File: src/rtl/pic_pkg.sv
// ----------------------------------------------------------------------------
// pic_pkg - shared types for the point-in-convex-polygon test
// Vertex layout, command codes and the status group of the cross-product unit.
// ----------------------------------------------------------------------------
package pic_pkg;

   localparam int VcountW     = 9;
   localparam int MinVertices = 3;

   localparam logic CMD_WRITE = 1'b0;
   localparam logic CMD_QUERY = 1'b1;

   typedef logic signed [31:0] coord_type;

   // x in the low word, y in the high word
   typedef struct packed {
      coord_type y;
      coord_type x;
   } vertex_type;

   // sign of a cross product: neither neg nor pos means zero
   typedef struct packed {
      logic busy;
      logic done;
      logic neg;
      logic pos;
   } cross_status_type;

endpackage

File: src/rtl/pic_cross.sv
// ----------------------------------------------------------------------------
// pic_cross - exact sign of the cross product (tip - org) x (pt - org)
// Sign-magnitude differences, one shared 32x32 multiplier used twice, then a
// 64-bit magnitude compare. Result and done follow the MUL1, MUL2 and CMP phases.
// ----------------------------------------------------------------------------
module pic_cross import pic_pkg::*; (
   input  logic             clock,
   input  logic             reset,
   input  logic             start,
   input  vertex_type       org,
   input  vertex_type       tip,
   input  coord_type        pt_x,
   input  coord_type        pt_y,
   output cross_status_type status
);

   localparam logic [1:0] PH_IDLE = 2'd0;
   localparam logic [1:0] PH_MUL1 = 2'd1;
   localparam logic [1:0] PH_MUL2 = 2'd2;
   localparam logic [1:0] PH_CMP  = 2'd3;

   logic [1:0]  ph_ff, ph_in;
   logic        done_ff;
   logic        neg_ff, pos_ff;
   logic [31:0] mag_a_ff, mag_b_ff, mag_c_ff, mag_d_ff;
   logic        sgn_a_ff, sgn_b_ff, sgn_c_ff, sgn_d_ff;
   logic [63:0] prod1_ff, prod2_ff;
   logic [32:0] sm_a, sm_b, sm_c, sm_d;
   logic [31:0] mul_l, mul_r;
   logic [63:0] mul_p;
   logic        n1, n2, cmp_neg, cmp_pos;

   // {sign, |a - b|}; the magnitude always fits 32 bits
   function automatic logic [32:0] sub_mag(input coord_type a, input coord_type b);
      logic [32:0] d;
      logic [32:0] n;
      d = {a[31], a} - {b[31], b};
      n = -d;
      return d[32] ? {1'b1, n[31:0]} : {1'b0, d[31:0]};
   endfunction

   assign sm_a = sub_mag(tip.x, org.x);
   assign sm_d = sub_mag(pt_y, org.y);
   assign sm_b = sub_mag(tip.y, org.y);
   assign sm_c = sub_mag(pt_x, org.x);

   assign mul_l = (ph_ff == PH_MUL1) ? mag_a_ff : mag_b_ff;
   assign mul_r = (ph_ff == PH_MUL1) ? mag_d_ff : mag_c_ff;
   assign mul_p = mul_l * mul_r;

   always_comb begin
      unique case (ph_ff)
         PH_IDLE: ph_in = start ? PH_MUL1 : PH_IDLE;
         PH_MUL1: ph_in = PH_MUL2;
         PH_MUL2: ph_in = PH_CMP;
         PH_CMP:  ph_in = PH_IDLE;
         default: ph_in = PH_IDLE;
      endcase
   end

   // sign of a*d - b*c from the two signed magnitudes
   always_comb begin
      n1 = (prod1_ff != '0) && (sgn_a_ff ^ sgn_d_ff);
      n2 = (prod2_ff != '0) && (sgn_b_ff ^ sgn_c_ff);
      priority if (n1 != n2) begin
         cmp_neg = n1;
         cmp_pos = !n1;
      end else if (prod1_ff == prod2_ff) begin
         cmp_neg = 1'b0;
         cmp_pos = 1'b0;
      end else if (!n1) begin
         cmp_pos = prod1_ff > prod2_ff;
         cmp_neg = !cmp_pos;
      end else begin
         cmp_neg = prod1_ff > prod2_ff;
         cmp_pos = !cmp_neg;
      end
   end

   always_ff @(posedge clock) begin
      if (reset) begin
         ph_ff   <= PH_IDLE;
         done_ff <= 1'b0;
      end else begin
         ph_ff   <= ph_in;
         done_ff <= (ph_ff == PH_CMP);
      end
   end

   always_ff @(posedge clock) begin
      if (ph_ff == PH_IDLE && start) begin
         {sgn_a_ff, mag_a_ff} <= sm_a;
         {sgn_b_ff, mag_b_ff} <= sm_b;
         {sgn_c_ff, mag_c_ff} <= sm_c;
         {sgn_d_ff, mag_d_ff} <= sm_d;
      end
      if (ph_ff == PH_MUL1) begin
         prod1_ff <= mul_p;
      end
      if (ph_ff == PH_MUL2) begin
         prod2_ff <= mul_p;
      end
      if (ph_ff == PH_CMP) begin
         neg_ff <= cmp_neg;
         pos_ff <= cmp_pos;
      end
   end

   assign status.busy = (ph_ff != PH_IDLE);
   assign status.done = done_ff;
   assign status.neg  = neg_ff;
   assign status.pos  = pos_ff;

endmodule

File: config.mk
export PLATFORM = sky130hd
export DESIGN_NAME = pic_cross
export DESIGN_NICKNAME = d
export VERILOG_FILES = /design/src/rtl/pic_pkg.sv /design/src/rtl/pic_cross.sv
export SDC_FILE = /design/constraint.sdc
export NUM_CORES = 2
export LEC_CHECK = 0
export ABC_CLOCK_PERIOD_IN_PS = 31000
export BUFFER_PORTS_ARGS = -buffer_cell sky130_fd_sc_hd__buf_2
export CAP_MARGIN = 25
export CORE_MARGIN = 4
export CORE_UTILIZATION = 40
export CTS_CLUSTER_DIAMETER = 40
export DETAILED_ROUTE_END_ITERATION = 8
export PLACE_DENSITY_LB_ADDON = 0.12
export SKIP_LAST_GASP = 1
export SYNTH_ARGS = -nofsm -noshare
export SYNTH_HDL_FRONTEND = slang
export SYNTH_SLANG_ARGS = --single-unit
File: constraint.sdc
create_clock -name clock -period 31 [get_ports clock]
set_input_delay 0 -clock clock [delete_from_list [all_inputs] [get_ports clock]]
set_output_delay 0 -clock clock [all_outputs]
set_load 0.1 [all_outputs]
Word level (Yosys, flattened, before mapping)
Index checks and enable logic that the tools add are counted.
{ "word_totals": {"register_bits": 265, "word_cells": 54, "out_inout_bits": 4, "in_bits": 195} }
{ "op_classes": {"bitwise": 2, "reduce_logical": 9, "n_mul": 1, "add_sub_neg": 8, "eq_ne": 5, "mux": 14, "n_lt_le_gt_ge": 1} }
{ "op_table": {"columns": ["op", "n"], "rows": [
  ["$mux 33", 4],
  ["$sub 32x32->33", 4],
  ["$neg 32->32", 4],
  ["$reduce_bool 64->1", 2],
  ["$eq 64x64->1", 1],
  ["$gt 64x64->1", 1],
  ["$mul 32x32->64", 1],
  ["$mux 32", 2],
  ["$pmux 2 s4", 1],
  ["$mux 1", 7],
  ["$eq 2x2->1 const B", 2],
  ["$logic_and 1x1->1", 3],
  ["$eq 2x1->1 const B", 1],
  ["$logic_not 1->1", 2],
  ["$logic_not 2->1", 1],
  ["$reduce_bool 2->1", 1],
  ["$xor 1x1->1", 2],
  ["$ne 1x1->1", 1]
]} }

Logic depth before layout (Yosys ltp)
{ "logic_depth": {"ltp_word": 5, "depth_mapped": 35, "depth_no_buf": 30} }

Worst setup path after synthesis
Ideal clock, no wire load.
{ "synth_path": {"kind": "flip-flop to flip-flop", "startpoint": "reg ph_ff[1]", "endpoint": "reg prod1_ff[60] (data pin)", "required_time_ns": 30.860, "period_less_slack_ns": 10.893, "path_slack_ns": 20.107, "n_path_buf": 5, "t_arrival_ns": 10.753, "stages_incl_launch_ff": 35, "setup_time_ns": 0.140, "cell_sequence": "dfxtp_1 > inv_1 > ha_1 > clkbuf_1 > buf_1 > buf_1 > mux2i_1 > clkbuf_1 > nor2_1 > fa_1 > inv_1 > fa_1 > inv_1 > fa_1 > inv_1 > fa_1 > inv_1 > fa_1 > fa_1 > fa_1 > inv_1 > fa_1 > inv_1 > ha_1 > clkbuf_1 > nand2_1 > o21ai_0 > or2_2 > a311o_1 > a32oi_1 > o211ai_1 > a31oi_1 > o21ai_0 > or4b_1 > nand3_1"} }
{ "synth_via": {"elab_chain_cells": 3, "word_cells_on_any_way": 4, "cone_classes": "mul (1); eq/ne (1); mux (2)"} }
{ "synth_lines": {"columns": ["element", "line_no", "text"], "rows": [
  ["from (decl)", "pic_cross.sv:22", "logic [1:0] ph_ff, ph_in;"],
  ["from (signal assigned)", "pic_cross.sv:85", "ph_ff <= ph_in;"],
  ["$eq 2x1->1 (*)", "pic_cross.sv:47, pic_cross.sv:48", null],
  ["$mux 32 (on tied branches)", "pic_cross.sv:47, pic_cross.sv:48", null],
  ["$mul 32x32->64 (*)", "pic_cross.sv:49", "assign mul_p = mul_l * mul_r;"],
  ["named net mul_p[60]", "pic_cross.sv:30", "logic [63:0] mul_p;"],
  ["to (signal assigned)", "pic_cross.sv:98", "prod1_ff <= mul_p;"],
  ["to (decl)", "pic_cross.sv:27", "logic [63:0] prod1_ff, prod2_ff;"]
]} }
The timed path passes the listed nets; every way through them passes the cells marked *.
A chain may end at the register's enable or synchronous reset.

Final worst setup path
Same ends and word-level chain as after synthesis.

==> run_results.csv <==
group,metric,value,unit
setup_path,cp-end-kind,"flip-flop",
setup_path,rr_startpoint,"ph_ff[1]$_SDFF_PP0_",
floorplan,die_y,373.8,um
logic_synthesis,syn_area,53530,um^2
clock_tree,cts.htree.levels,2,
logic_synthesis,yosysMostFrequentCell,"inv_1",
clock_tree,post_cts_resized,0,
job,cap_viol_max_count,0,
outcome,status,"finished clean",
placement,place_congestion,0.9466,
clock_tree,cts_root_buf,"clkbuf_16",
sta,hold_viol,0,
floorplan,die_w,373.8,um
hold_path,worstHoldPathType,"in -> reg",
sta,fmax,89.65,MHz
detailed_routing,drt_wl_total,190.8,mm
sta,fin_crit_sh,0.3598,
finish,areaGrowthSynthToFinish,9.066,%
clock_tree,cts_hold_buf,11,
sta,rsz0062_at_grt,"no",
global_route,grt_pass1_vias,44120,
clock_tree,cts_max_path_buffers,3,
global_route,overflow,0,
global_route,busiest_layer,"met2",
sta,fin_tns_setup,0,ns
floorplan,core,132100,um^2
clock_tree,clk_pin_slew,0.05,ns
sta,max_slew.worst_pin.slew,1.114,ns
logic_synthesis,async_flop_share,0,
clock_tree,cts_tree,"built",
detailed_routing,vias_per_cell,5.515,
sta,hold_slack,0.04219,ns
logic_synthesis,yosysTopAreaCell,"fa_1",
logic_synthesis,yosysUniqueCellTypes,109,
detailed_routing,drc_errors,0,
clock_tree,cts_sinks,265,
logic_synthesis,avgSynthCellArea,9.082,um^2
sta,period_minus_slack,11.15,ns
logic_synthesis,synth_nets,7453,
placement,dpl.hpwl,153.7,mm
logic_synthesis,syn_inst,5894,
hold_path,hold_start,"pt_y[31]",
floorplan,ios,199,
setup_path,startpoint_type,"flip-flop",
floorplan,die_area,139700,um^2
clock_tree,tritoncts.num_buffers,46,
sta,setup_violations,0,
global_route,grt_use_met2,0.4387,
setup_path,critPathMaxFanout,43,
global_route,grtUsageMet1,0.3454,
setup_path,crit_arrival,11.60,ns
detailed_routing,postRouteAntennaNets,0,
setup_path,cp.required,31.44,ns
detailed_routing,dr.pass1.iters,6,
sta,slew_headroom,0.2425,
logic_synthesis,ys_top_cells_by_area,"fa_1 (34%), edfxtp_1 (15%), ha_1 (11%)",
logic_synthesis,yosys-top-cells-count,"inv_1 (1048), fa_1 (900), nor2_1 (769)",
sta,skew,0.02452,ns
detailed_routing,vias,42960,
setup_path,reg2regPathDepth,26,
logic_synthesis,synth_ff_type,"edfxtp_1",
clock_tree,clock_latency,0.61,ns
global_route,grt_pass1_wl,282.7,mm
placement,io_buffers,198,
floorplan,rows,133,
logic_synthesis,ys_seq_area_frac,0.1481,
finish,final_net_count,7553,
setup_path,crit_start,"ph_ff[1]$_SDFF_PP0_",
global_route,track_usage,0.2693,
global_route,grt_use_met3,0.05409,
setup_path,rr_endpoint,"prod1_ff[60]$_DFFE_PP_",
sta,final_max_slew_viol_count,0,
logic_synthesis,yosysWarnings,0,
logic_synthesis,synth-edff-count,262,
global_route,antenna_found_initial,4,
setup_path,ff2ff_setup_slack,19.85,ns
setup_path,path_class,"reg -> reg",
logic_synthesis,ys_ff_latch,265,
clock_tree,cts_setup_buffers,0,
detailed_routing,drt_iter0_drc,3330,
global_route,grt_max_degree,76,
floorplan,initial_core_util,0.4051,
logic_synthesis,synth_top_area_frac,0.3366,
finish,drive_above_1_share,0.08737,
detailed_routing,wl_per_cell,24.49,um
setup_path,crit_end,"prod1_ff[60]$_DFFE_PP_",
## flip-flops by register name, summed over array words and instances (netlist names)
signal and cells:
sgn_d_ff 1, sgn_b_ff 1, ph_ff 2, mag_d_ff 32
sgn_c_ff 1, mag_b_ff 32, prod1_ff 64, mag_a_ff 32
mag_c_ff 32, done_ff 1, pos_ff 1, sgn_a_ff 1
prod2_ff 64, neg_ff 1
## cell type report
type                            instances  area [um^2]
Inverter                             1049         3938
Timing Repair Buffer                  282         1693
Antenna cell                            2        5.005
Fill cell                           13150        73740
Clock inverter                         35        416.7
Tap cell                             1755         2196
Clock buffer                           51         1191
Multi-Input combinational cell       4350        41020
Sequential cell                       265         7928
## critical path, cell delays in order, from the launching register on
cell and delay [ns]:
dfxtp_1 0.33, inv_1 0.13, ha_4 0.63, buf_4 0.74
mux2i_4 1.01, nor2_1 0.14, fa_1 0.53, fa_1 0.55
inv_1 0.07, fa_1 0.45, fa_1 0.55, inv_1 0.06
fa_1 0.55, fa_1 0.43, fa_1 0.52, fa_1 0.44
ha_1 0.39, a21oi_1 0.23, o21ai_0 0.14, or2_2 0.29
a311o_1 0.37, a32oi_1 0.76, o211ai_1 0.32, a31oi_1 0.38
o21ai_0 0.23, or4b_1 0.50, nand3_1 0.12
## cells by family after synthesis
group / count (synthesis) / synth area share
muxes: 135 / 0.02676
and+or+nand+nor: 1812 / 0.1501
adders and majority gates: 1364 / 0.4450
buffers and inverters: 1279 / 0.09085
DFF: 265 / 0.1481
xor gates and xnor gates: 262 / 0.04315
AOI/OAI and AO/OA: 777 / 0.09606
## cell usage in the layout, fill, tap and decap left out, types with 10 or more instances in the layout
master / count
inv_1: 1048
nand2b_1: 26
mux2i_1: 24
o31ai_1: 30
and2_1: 25
dlygate4sd3_1: 11
or3_1: 19
and4_1: 13
buf_2: 198
fa_1: 900
nor3b_1: 14
xnor2_1: 162
o21ai_0: 129
and3_1: 36
a211oi_1: 19
edfxtp_1: 262
or2_2: 18
nor2_1: 769
o211ai_1: 26
nor3_1: 50
ha_1: 462
nand4_1: 58
nor4_1: 48
a31oi_1: 30
a21o_1: 136
xor2_1: 98
o21bai_1: 19
nor2b_1: 30
mux2_2: 64
mux2i_4: 10
clkbuf_16: 47
nand2_1: 583
a21oi_1: 219
mux2i_2: 36
buf_4: 70
o21a_1: 36
nand3_1: 67
## through the flow
| stage | instance area, um^2 | util | worst slack [ns] | instances |
|---|---|---|---|---|
| finish | 58380 | 0.4419 | 19.85 | 7789 |
| floorplan | 53530 | - | 20.11 | 5894 |
| CTS | 58340 | 0.4415 | 19.81 | 7785 |
| detailed placement | 56620 | 0.4285 | 19.84 | 7688 |
| global placement | 56590 | 0.4283 | 20.03 | 7686 |
| global route | 58380 | 0.4418 | 19.44 | 7787 |
## routing by layer
metal  part of all wire  vias up
met5           0.000068        -
met4              0.057        2
met3              0.078      422
met2               0.46     1773
met1               0.40    21580
li1                   -    19180
## worst min-delay path by stage
stage,cells past startpoint,slack [ns],to
after floorplan,1,0.07,done_ff$_SDFF_PP0_
after global placement,2,0.21,done_ff$_SDFF_PP0_
after detailed placement,2,0.21,ph_ff[0]$_SDFF_PP0_
after CTS,4,0.03,mag_a_ff[0]$_DFFE_PP_
after global routing,4,0.04,mag_a_ff[0]$_DFFE_PP_
final,4,0.04,mag_d_ff[31]$_DFFE_PP_
Power is not shown: default switching activity piles up to over one toggle a cycle in this logic, so the estimate is an artifact.
